## src/sv/sspd_pkg.sv

```systemverilog
// ---------------------------------------------------------------------------
// sspd_pkg
// types and constants shared by the slope sum peak detector
// ---------------------------------------------------------------------------
`timescale 1ns / 1ps

package sspd_pkg;

    localparam int SAMPLE_W   = 16;
    localparam int SUM_W      = SAMPLE_W + 1;
    localparam int POS_W      = 16;
    localparam int J_W        = 8;
    localparam int CFG_IDX_W  = 2;
    localparam int CFG_DATA_W = 17;
    localparam int WIN_CFG_W  = 6;
    localparam int THR_W      = 17;

    localparam logic [CFG_IDX_W-1:0] CFG_WINDOW_SIZE   = 2'd0;
    localparam logic [CFG_IDX_W-1:0] CFG_SUM_THRESHOLD = 2'd1;
    localparam logic [CFG_IDX_W-1:0] CFG_MAX_POSITIONS = 2'd2;

    localparam logic [WIN_CFG_W-1:0]   WINDOW_RESET    = 6'd8;
    localparam logic signed [THR_W-1:0] THRESHOLD_RESET = -17'sd30;
    localparam logic [POS_W-1:0]       MAX_POS_RESET   = 16'd16;

    typedef struct packed {
        logic signed [SAMPLE_W-1:0] sample;
        logic                       start_of_frame;
    } t_in_item;

    typedef struct packed {
        logic [POS_W-1:0] peak_position;
        logic [POS_W-1:0] peak_count;
        logic             position_stored;
    } t_out_item;

    // scan token handed from cell to cell, oldest sample toward newest
    typedef struct packed {
        logic                       valid;
        logic                       ok;
        logic signed [SAMPLE_W-1:0] best;
        logic [J_W-1:0]             jbest;
    } t_scan;

endpackage

```

## src/sv/sspd_cell.sv

```systemverilog
// ---------------------------------------------------------------------------
// sspd_cell
// one history cell: holds a sample and runs one step of the window scan
// ---------------------------------------------------------------------------
`timescale 1ns / 1ps

module sspd_cell
    import sspd_pkg::*;
#(
    parameter int K          = 2,
    parameter int MAX_WINDOW = 32
) (
    input  logic                       i_clk,
    input  logic                       i_rst_n,
    input  logic                       i_shift,
    input  logic                       i_start,
    input  logic [$clog2(MAX_WINDOW+3)-1:0] i_head_sel,
    input  logic [J_W-1:0]             i_step,
    input  logic signed [THR_W-1:0]    i_thr,
    input  logic signed [SAMPLE_W-1:0] i_newer,
    input  logic signed [SAMPLE_W-1:0] i_hist0,
    input  logic signed [SAMPLE_W-1:0] i_hist1,
    input  t_scan                      i_tok,
    output logic signed [SAMPLE_W-1:0] o_sample,
    output t_scan                      o_tok
);

    localparam int IDX_W = $clog2(MAX_WINDOW + 3);

    logic signed [SAMPLE_W-1:0] r_sample;
    t_scan                      r_tok;
    t_scan                      w_cur;
    t_scan                      n_tok;
    logic                       w_head;
    logic signed [SUM_W-1:0]    w_sum_i;
    logic signed [SUM_W-1:0]    w_sum_next;
    logic                       w_rise;
    logic                       w_elig;

    assign w_head     = i_start && (i_head_sel == IDX_W'(K));
    assign w_rise     = i_newer > r_sample;
    assign w_sum_i    = SUM_W'(i_hist1) - SUM_W'(r_sample);
    assign w_sum_next = SUM_W'(i_hist0) - SUM_W'(i_newer);

    always_comb begin
        if (w_head) begin
            // oldest cell of the window opens the scan and judges the sums
            w_cur.valid = 1'b1;
            w_cur.ok    = w_rise && (w_sum_i > w_sum_next) && (w_sum_i < i_thr);
            w_cur.best  = '0;
            w_cur.jbest = '0;
        end else begin
            w_cur = i_tok;
        end
    end

    assign w_elig = w_cur.valid && w_rise && (r_sample > w_cur.best);

    always_comb begin
        n_tok = w_cur;
        if (w_elig) begin
            n_tok.best  = r_sample;
            n_tok.jbest = i_step;
        end
    end

    always_ff @(posedge i_clk) begin
        if (i_shift) begin
            r_sample <= i_newer;
        end
    end

    always_ff @(posedge i_clk) begin
        if (!i_rst_n) begin
            r_tok <= '0;
        end else begin
            r_tok <= n_tok;
        end
    end

    assign o_sample = r_sample;
    assign o_tok    = r_tok;

endmodule

```

## config.mk

```make
export PLATFORM = sky130hd
export DESIGN_NAME = sspd_cell
export DESIGN_NICKNAME = d
export VERILOG_FILES = /design/src/sv/sspd_pkg.sv /design/src/sv/sspd_cell.sv
export SDC_FILE = /design/constraint.sdc
export NUM_CORES = 1
export LEC_CHECK = 0
export ABC_AREA = 1
export BUFFER_PORTS_ARGS = -buffer_cell sky130_fd_sc_hd__buf_2
export CAP_MARGIN = 20
export CORE_MARGIN = 2
export CORE_UTILIZATION = 50
export DETAILED_ROUTE_END_ITERATION = 12
export PLACE_DENSITY = 0.85
export SLEW_MARGIN = 20
export SYNTH_ARGS = -nofsm -noshare
export SYNTH_HDL_FRONTEND = slang
export SYNTH_SLANG_ARGS = --single-unit
```

## constraint.sdc

```tcl
create_clock -name i_clk -period 4.88 [get_ports i_clk]
set_clock_uncertainty 0.2 [all_clocks]
set_input_delay 0.488 -clock i_clk [delete_from_list [all_inputs] [get_ports i_clk]]
set_output_delay 0.488 -clock i_clk [all_outputs]
set_load 0.005 [all_outputs]
```

Word level (Yosys, flattened, before mapping). Cells that the tools add are included.

Flip-flop bits (word level): 42. Word-level logic and storage cells: 19.

Add/sub/neg operators: 2. Order comparisons: 4. Equality and inequality tests: 1. Mux-type cells: 2. Reduce and logical (&&, ||, !) cells: 5.

Operators with widths (count): $sub A16 B16 Y17 (2); $gt A16 B16 Y1 (2); $mux W26 (1); $mux W24 (1); $gt A17 B17 Y1 (1); $lt A17 B17 Y1 (1); $eq A6 B2 Y1 const B (1); $logic_and A1 B1 Y1 (5).

Logic depth before layout (Yosys ltp). Gate-level depths: netlist (run 1).

Depth in word-level cells: 8. Mapped depth: 26.

Worst setup path after synthesis (run 1). OpenSTA, ideal clock, no wires.

Kind: input to register. Start point: input port i_newer[2]. End point: register r_tok (netlist bit o_tok[24]). Library setup time: 116 ps. Data arrival time: 3122 ps. Required time: 4564 ps. Path slack: 1442 ps. Stages on the path: 22. Buffers on the path: 0. Cells stage by stage: inv_1 ha_1 a21o_1 a31oi_1 o21bai_2 a21oi_1 o21bai_1 a21boi_1 o21ai_0 xor2_1 ha_1 nand2_1 nor3_1 nand4_1 nor3_1 nand3b_1 nor2_1 nor2_1 nand2_1 nand2_1 nand2_1 a21oi_1.

Longest elaborated chain between the ends: 5.

RTL lines: from (decl) (RTL line sspd_cell.sv:20) `input logic signed [SAMPLE_W-1:0] i_newer,`; $sub A16 B16 Y17 (RTL line sspd_cell.sv:43) `assign w_sum_next = SUM_W'(i_hist0) - SUM_W'(i_newer);`; $gt A17 B17 Y1 (RTL line sspd_cell.sv:49) `w_cur.ok = w_rise && (w_sum_i > w_sum_next) && (w_sum_i < i_thr);`; $logic_and A1 B1 Y1 * (2 in series) (RTL line sspd_cell.sv:49); $mux W26 * (RTL line sspd_cell.sv:46) `if (w_head) begin`; to (signal assigned) (RTL line sspd_cell.sv:77) `r_tok <= n_tok;`; to (decl) (RTL line sspd_cell.sv:31) `t_scan r_tok;`.

Mark *: on every way between the ends. The rest lies on a longest branch, timed or not. A chain may end at the register's enable or synchronous reset.

Worst setup path after layout (run 1).
Start point: register r_sample[2], in the netlist o_sample[2]. End point: register r_tok (netlist bit o_tok[24]).

Longest elaborated chain between the ends: 5.

RTL lines: from (decl) (RTL line sspd_cell.sv:30) `logic signed [SAMPLE_W-1:0] r_sample;`; from (signal assigned) (RTL line sspd_cell.sv:69) `r_sample <= i_newer;`; $sub A16 B16 Y17 (RTL line sspd_cell.sv:42) `assign w_sum_i = SUM_W'(i_hist1) - SUM_W'(r_sample);`; $gt A17 B17 Y1 (RTL line sspd_cell.sv:49); $logic_and A1 B1 Y1 (RTL line sspd_cell.sv:49); $logic_and A1 B1 Y1 * (RTL line sspd_cell.sv:49); $mux W26 * (RTL line sspd_cell.sv:46).

Marked as above.

==> results of run 1 <==
==> layer usage <==
| layer | GRT usage [%] | up-vias |
|---|---|---|
| met5 | 0 | - |
| met4 | 5.64 | 0 |
| met3 | 2.74 | 17 |
| met2 | 44.1 | 174 |
| met1 | 29.8 | 2161 |
| li1 | - | 2585 |
==> cells in the final DEF, fill, tap and decap left out, types with 4 or more instances in the layout <==
cell      synthesis  routed
buf_2             1     150
nand2_1         141     141
inv_1           119     119
ha_1             93      93
a21oi_1          76      76
nor2_1           65      65
o21ai_0          34      34
dfxtp_1          26      26
nand3_1          23      23
xor2_1           18      18
edfxtp_1         16      16
nand4_1          14      14
nor3_1            7       7
xnor2_1           5       5
clkbuf_8          2       5
o21bai_1          4       4
a21o_1            4       4
==> power by group <==
group	switching [uW]	internal (uW)
registers	18.0	399
clock network	116	96.1
logic	431	299
==> registers in the layout, indices dropped and copies added (netlist names) <==
signal    count
o_tok        26
o_sample     16
==> logic make-up (layout without fill, tap and decap cells) <==
kind of cell | after synthesis | count (layout) | share of synthesized area (%)
DFF | 42 | 42 | 20.7
adders and majority gates | 95 | 95 | 24.9
buffers and inverters | 130 | 279 | 10.9
and+or+nand+nor | 267 | 267 | 23.9
xor gates and xnor gates | 24 | 24 | 4.51
AOI/OAI and AO/OA | 134 | 134 | 15.1
==> final cells by class <==
type,instances,area [um2]
fill,910,3530
multi-input combinational,520,3300
sequential,42,1000
timing repair buffer,152,766
inverter,120,450
tap,129,161
clock buffer,5,68.8
clock inverter,2,10.0
==> through the flow <==
step	area [um2]	utilization, %
3_3_place_gp	5680	61.2
6_report	5760	62.0
3_5_place_dp	5680	61.2
2_1_floorplan	4830	-
4_1_cts	5760	62.0
5_1_grt	5760	62.0
==> worst max-delay path by stage <==
stage / cells after the start / end / slack (ps)
global route: 25 / o_tok[24]$_SDFF_PN0_ / 590
detailed placement: 18 / o_tok[1]$_SDFF_PN0_ / 850
finish: 25 / o_tok[24]$_SDFF_PN0_ / 1130
floorplan: 22 / o_tok[24]$_SDFF_PN0_ / 1440
CTS: 18 / o_tok[1]$_SDFF_PN0_ / 1120
global placement: 18 / o_tok[1]$_SDFF_PN0_ / 870
==> worst register-to-register path: cells and delay by family (launching register included) <==
family | cells | cell delay [ps]
fa+ha+maj | 2 | 570
flops | 1 | 440
buf+inv | 1 | 110
compound gates | 6 | 1060
simple gates | 16 | 1280
==> impl_metrics.yaml, run 1 <==
outcome:
  status: "completed"
worst_setup_path:
  cp-start-kind: "flop"
  reg2reg_setup_slack_ps: 1130
  max_stage_delay_ps: 440
  endpoint_kind: "flop"
  cpLargestDelayFamily: "simple AND/OR/NAND/NOR gates"
  path_common_cell: "nand2_1"
  cpMaxStageDelayCell: "edfxtp_1"
  crit_path_max_fanout: 5
  critPathArrivalTime_ps: 3740
  crit_buf_inv: 1
  cp-startpoint: "o_sample[2]$_DFFE_PP_"
  reg2reg_to: "o_tok[24]$_SDFF_PN0_"
  path_class: "flop to flop"
  r2r_start: "o_sample[2]$_DFFE_PP_"
  reg2regPathDepth: 25
  cp.required_ps: 4860
place:
  dp_cells: 963
  gp_congestion: 0.924
  port_buffers: 150
  dp_hpwl_um: 10800
  dp_slack_ps: 848
clock_tree:
  clk_pin_slew_ps: 80
  cts-buffers-inserted: 5
  cts.path.max_buffers: 2
  ctsHoldBuffers: 0
  clockRootBuffer: "clkbuf_8"
  clock_sinks: 42
  cts_tree: "built"
  htreeDepth: 2
  ctsResizeCount: 0
  clkLatencyLatePin_ps: 290
  post_cts_buffers: 0
finish:
  fin_cells: 970
  syn2layout_area_growth_pct: 19.3
  drive_above_1_share_pct: 20.6
  num-nets-final: 1045
  insertedDiodeCount: 0
grt:
  track_usage_pct: 23.9
  antenna_found_initial: 0
  grt_max_degree: 32
  grt_overflow: 0
  grt_pass1_vias: 4621
  grt_pass1_wl_um: 19900
sta:
  fin_setup_tns_ps: 0
  report.final.slew_viol_count: 0
  max_slew_margin_pct: 43.1
  fin_ws_ps: 1130
  min_period_over_period_pct: 76.9
  hold_viol_final: 0
  fmax_mhz: 267
  whs_ps: 208
  finalSetupViolCount: 0
  grt_setup_unrepaired: "no"
  tightest_slew_ps: 853
  final.min_clock_period_ps: 3750
route:
  num_vias: 4937
  drtIter0Drc: 210
  vias_per_cell: 5.09
  wl_um: 12500
  wl_met1_um: 5520
  wl_met3_um: 833
  wl_per_cell_um: 12.9
  maxUsedRoutingLayer: "met4"
  drt_first_pass_iters: 5
  antenna_left: 0
  wl_met2_um: 6000
  drc: 0
logic_synthesis:
  synth_area_um2: 4830
  synth-warning-count: 0
  ys_top_cells_by_area: "ha_1 24%, nand2_1 11%, dfxtp_1 11%, edfxtp_1 10%, inv_1 9.3%"
  ys_ff_latch: 42
  synth_flop_cell: "dfxtp_1"
  postSynthAreaPerCell_um2: 6.98
  yosysMostFrequentCell: "nand2_1"
  ys_top_cells_by_count: "141 x nand2_1, 119 x inv_1, 93 x ha_1"
  synth-async-reset-ratio_pct: 0
  syn-num-nets: 896
  synth_edf_count: 16
  synth_top_area_share_pct: 24.1
  synth_largest_area_cell: "ha_1"
  syn-instance-count: 692
  ys_types: 43
  synth-seq-area-share_pct: 20.7
die:
  die_w_um: 102
  core-area_um2: 9280
  die_h_um: 102
  die-area_um2: 10500
  initial_core_util_pct: 52.0
  row_count: 35
  top_level_ports: 151
job:
  cap_violations: 0
worst_hold_path:
  hold_start: "i_newer[2]"
  hold_class: "primary input to flop"
  min_delay_path_depth: 1
  hold_end: "o_sample[2]$_DFFE_PP_"
power:
  pwr_density_cell_nw_per_um2: 236
  power_uw: 1360
  ir_drop_mv: 0.101
  leakagePower_uw: 0.00331
No activity file was read; power rests on OpenSTA's default activity.
==> run 2, diff against run 1 <==
==> constraint.sdc (replaced) <==
create_clock -name i_clk -period 3.5 [get_ports i_clk]
set_clock_uncertainty 0.2 [all_clocks]
set_input_delay 0.35 -clock i_clk [delete_from_list [all_inputs] [get_ports i_clk]]
set_output_delay 0.35 -clock i_clk [all_outputs]
set_load 0.005 [all_outputs]
==> run 2 against run 1 <==
  * Sequential power up 38%
  * Clock power up 68%
  * Hold slack worse by 140 ps
  * Combinational power up 55%
  * Die area unchanged
  * Via count up 4.1%
  * Sequential share of layout area down 1.0 points
  * Sequential cell count unchanged
  * Global-route usage up 1.2 points
  * First-iteration DRC count up 42%
  * Final cell count up 3.2%
  * Worst setup slack worse by 1000 ps
  * Largest cell class unchanged
==> impl_metrics.yaml, run 2 (synthesis gave the netlist of run 1 again) <==
outcome:
  status: "completed"
worst_setup_path:
  r2r_start: "o_sample[2]$_DFFE_PP_"
  crit_buf_inv: 4
  cpMaxStageDelayCell: "edfxtp_1"
  crit_path_max_fanout: 3
  endpoint_kind: "flop"
  reg2reg_setup_slack_ps: 130
  path_common_cell: "nand2_1"
  path_class: "flop to flop"
  cpLargestDelayFamily: "simple AND/OR/NAND/NOR gates"
  endpoint: "o_tok[24]$_SDFF_PN0_"
  cp.required_ps: 3480
  reg2regPathDepth: 26
  cp-startpoint: "o_sample[2]$_DFFE_PP_"
  critPathArrivalTime_ps: 3350
  cp.depth: 26
  reg2reg_to: "o_tok[24]$_SDFF_PN0_"
  cp-start-kind: "flop"
  max_stage_delay_ps: 400
sta:
  fmax_mhz: 297
  whs_ps: 70.4
  grt_setup_unrepaired: "yes"
  tightest_slew_ps: 385
  fin_setup_tns_ps: 0
  max_slew_margin_pct: 74.3
  report.final.slew_viol_count: 0
  final.min_clock_period_ps: 3370
  hold_viol_final: 0
  finalSetupViolCount: 0
  min_period_over_period_pct: 96.3
grt:
  track_usage_pct: 25.1
  grt_pass1_wl_um: 20900
  grt_pass1_vias: 4772
  antenna_found_initial: 0
  grt_max_degree: 26
  grt_overflow: 0
route:
  drt_first_pass_iters: 5
  num_vias: 5138
  vias_per_cell: 5.13
  drc: 0
  drtIter0Drc: 298
  antenna_left: 0
  wl_per_cell_um: 13.2
  wl_um: 13200
die:
  die_w_um: 102
  top_level_ports: 151
  row_count: 35
  die-area_um2: 10500
  core-area_um2: 9280
  initial_core_util_pct: 52.0
  die_h_um: 102
job:
  cap_violations: 0
place:
  dp_cells: 988
  dp_hpwl_um: 11200
  gp_congestion: 0.957
  placedInstanceArea_um2: 5890
  port_buffers: 150
finish:
  drive_above_1_share_pct: 25.3
  num-nets-final: 1075
  final_area_um2: 6130
  final_common_cell: "buf_2"
  post-route-util_pct: 66.0
  fin_cells: 1001
  largest_reg_flops: 26
  fillers: 862
  insertedDiodeCount: 0
  most-common-layout-cells: "150 x buf_2, 139 x nand2_1, 117 x inv_1"
  syn2layout_area_growth_pct: 26.9
clock_tree:
  clk_pin_slew_ps: 80
  clockRootBuffer: "clkbuf_8"
  clock_sinks: 42
  htreeDepth: 2
  clkLatencyLatePin_ps: 290
  cts-buffers-inserted: 5
  cts_tree: "built"
  cts.path.max_buffers: 2
worst_hold_path:
  hold_class: "primary input to flop"
power:
  ir_drop_mv: 0.170
  leakagePower_uw: 0.00348
  pwr_density_cell_nw_per_um2: 336
-- run 2: layer usage --
layer	global-route usage [%]	wire (um)	vias to the layer above
li1	-	-	2645
met1	31.4	5600	2281
met2	46.2	6450	196
met3	2.67	960	16
met4	6.15	195	0
met5	0	0	-
-- run 2: worst min-delay path by stage --
stage / slack, ps / depth (start not counted) / endpoint / from
2_1_floorplan: 250 / 0 / o_sample[0]$_DFFE_PP_ / i_newer[0]
3_3_place_gp: 370 / 1 / o_sample[15]$_DFFE_PP_ / i_newer[15]
3_5_place_dp: 370 / 1 / o_sample[3]$_DFFE_PP_ / i_newer[3]
4_1_cts: 60 / 1 / o_sample[3]$_DFFE_PP_ / i_newer[3]
5_1_grt: 60 / 1 / o_sample[3]$_DFFE_PP_ / i_newer[3]
6_report: 70 / 1 / o_sample[3]$_DFFE_PP_ / i_newer[3]
-- run 2: cell type report --
cell class / instances / area (um2) / share of cell area [%]
multi-input cells: 520 / 3390 / 55.4
repair buffers: 182 / 1020 / 16.6
flip-flops and latches: 42 / 1000 / 16.3
inverters: 120 / 450 / 7.35
well taps: 129 / 161 / 2.63
clock buffers: 7 / 97.6 / 1.59
clock inverters: 1 / 6.26 / 0.102
-- run 2: report_power, final --
group          internal, uW  leakage, uW  switching (uW)
Combinational           482      0.00305             645
Sequential              556     0.000374            20.4
Clock                   185    0.0000539             171
Total                  1220      0.00348             836
-- run 2: timing repair --
item | CTS | global route
hold buffers | 0 | 0
gates resized for setup | 1 | 18
pin swaps | 0 | 6
setup buffers | 0 | 5
endpoints found under the setup margin | 1 | 1
cloned | 0 | 0
-- run 2: per-stage QoR --
step / setup slack (ps) / power [uW]
after detailed placement: -101 / 1670
after global placement: 8.26 / 1630
after floorplan: 144 / 1310
after CTS: 6.17 / 2020
final: 131 / 2060
after global routing: -168 / 2250
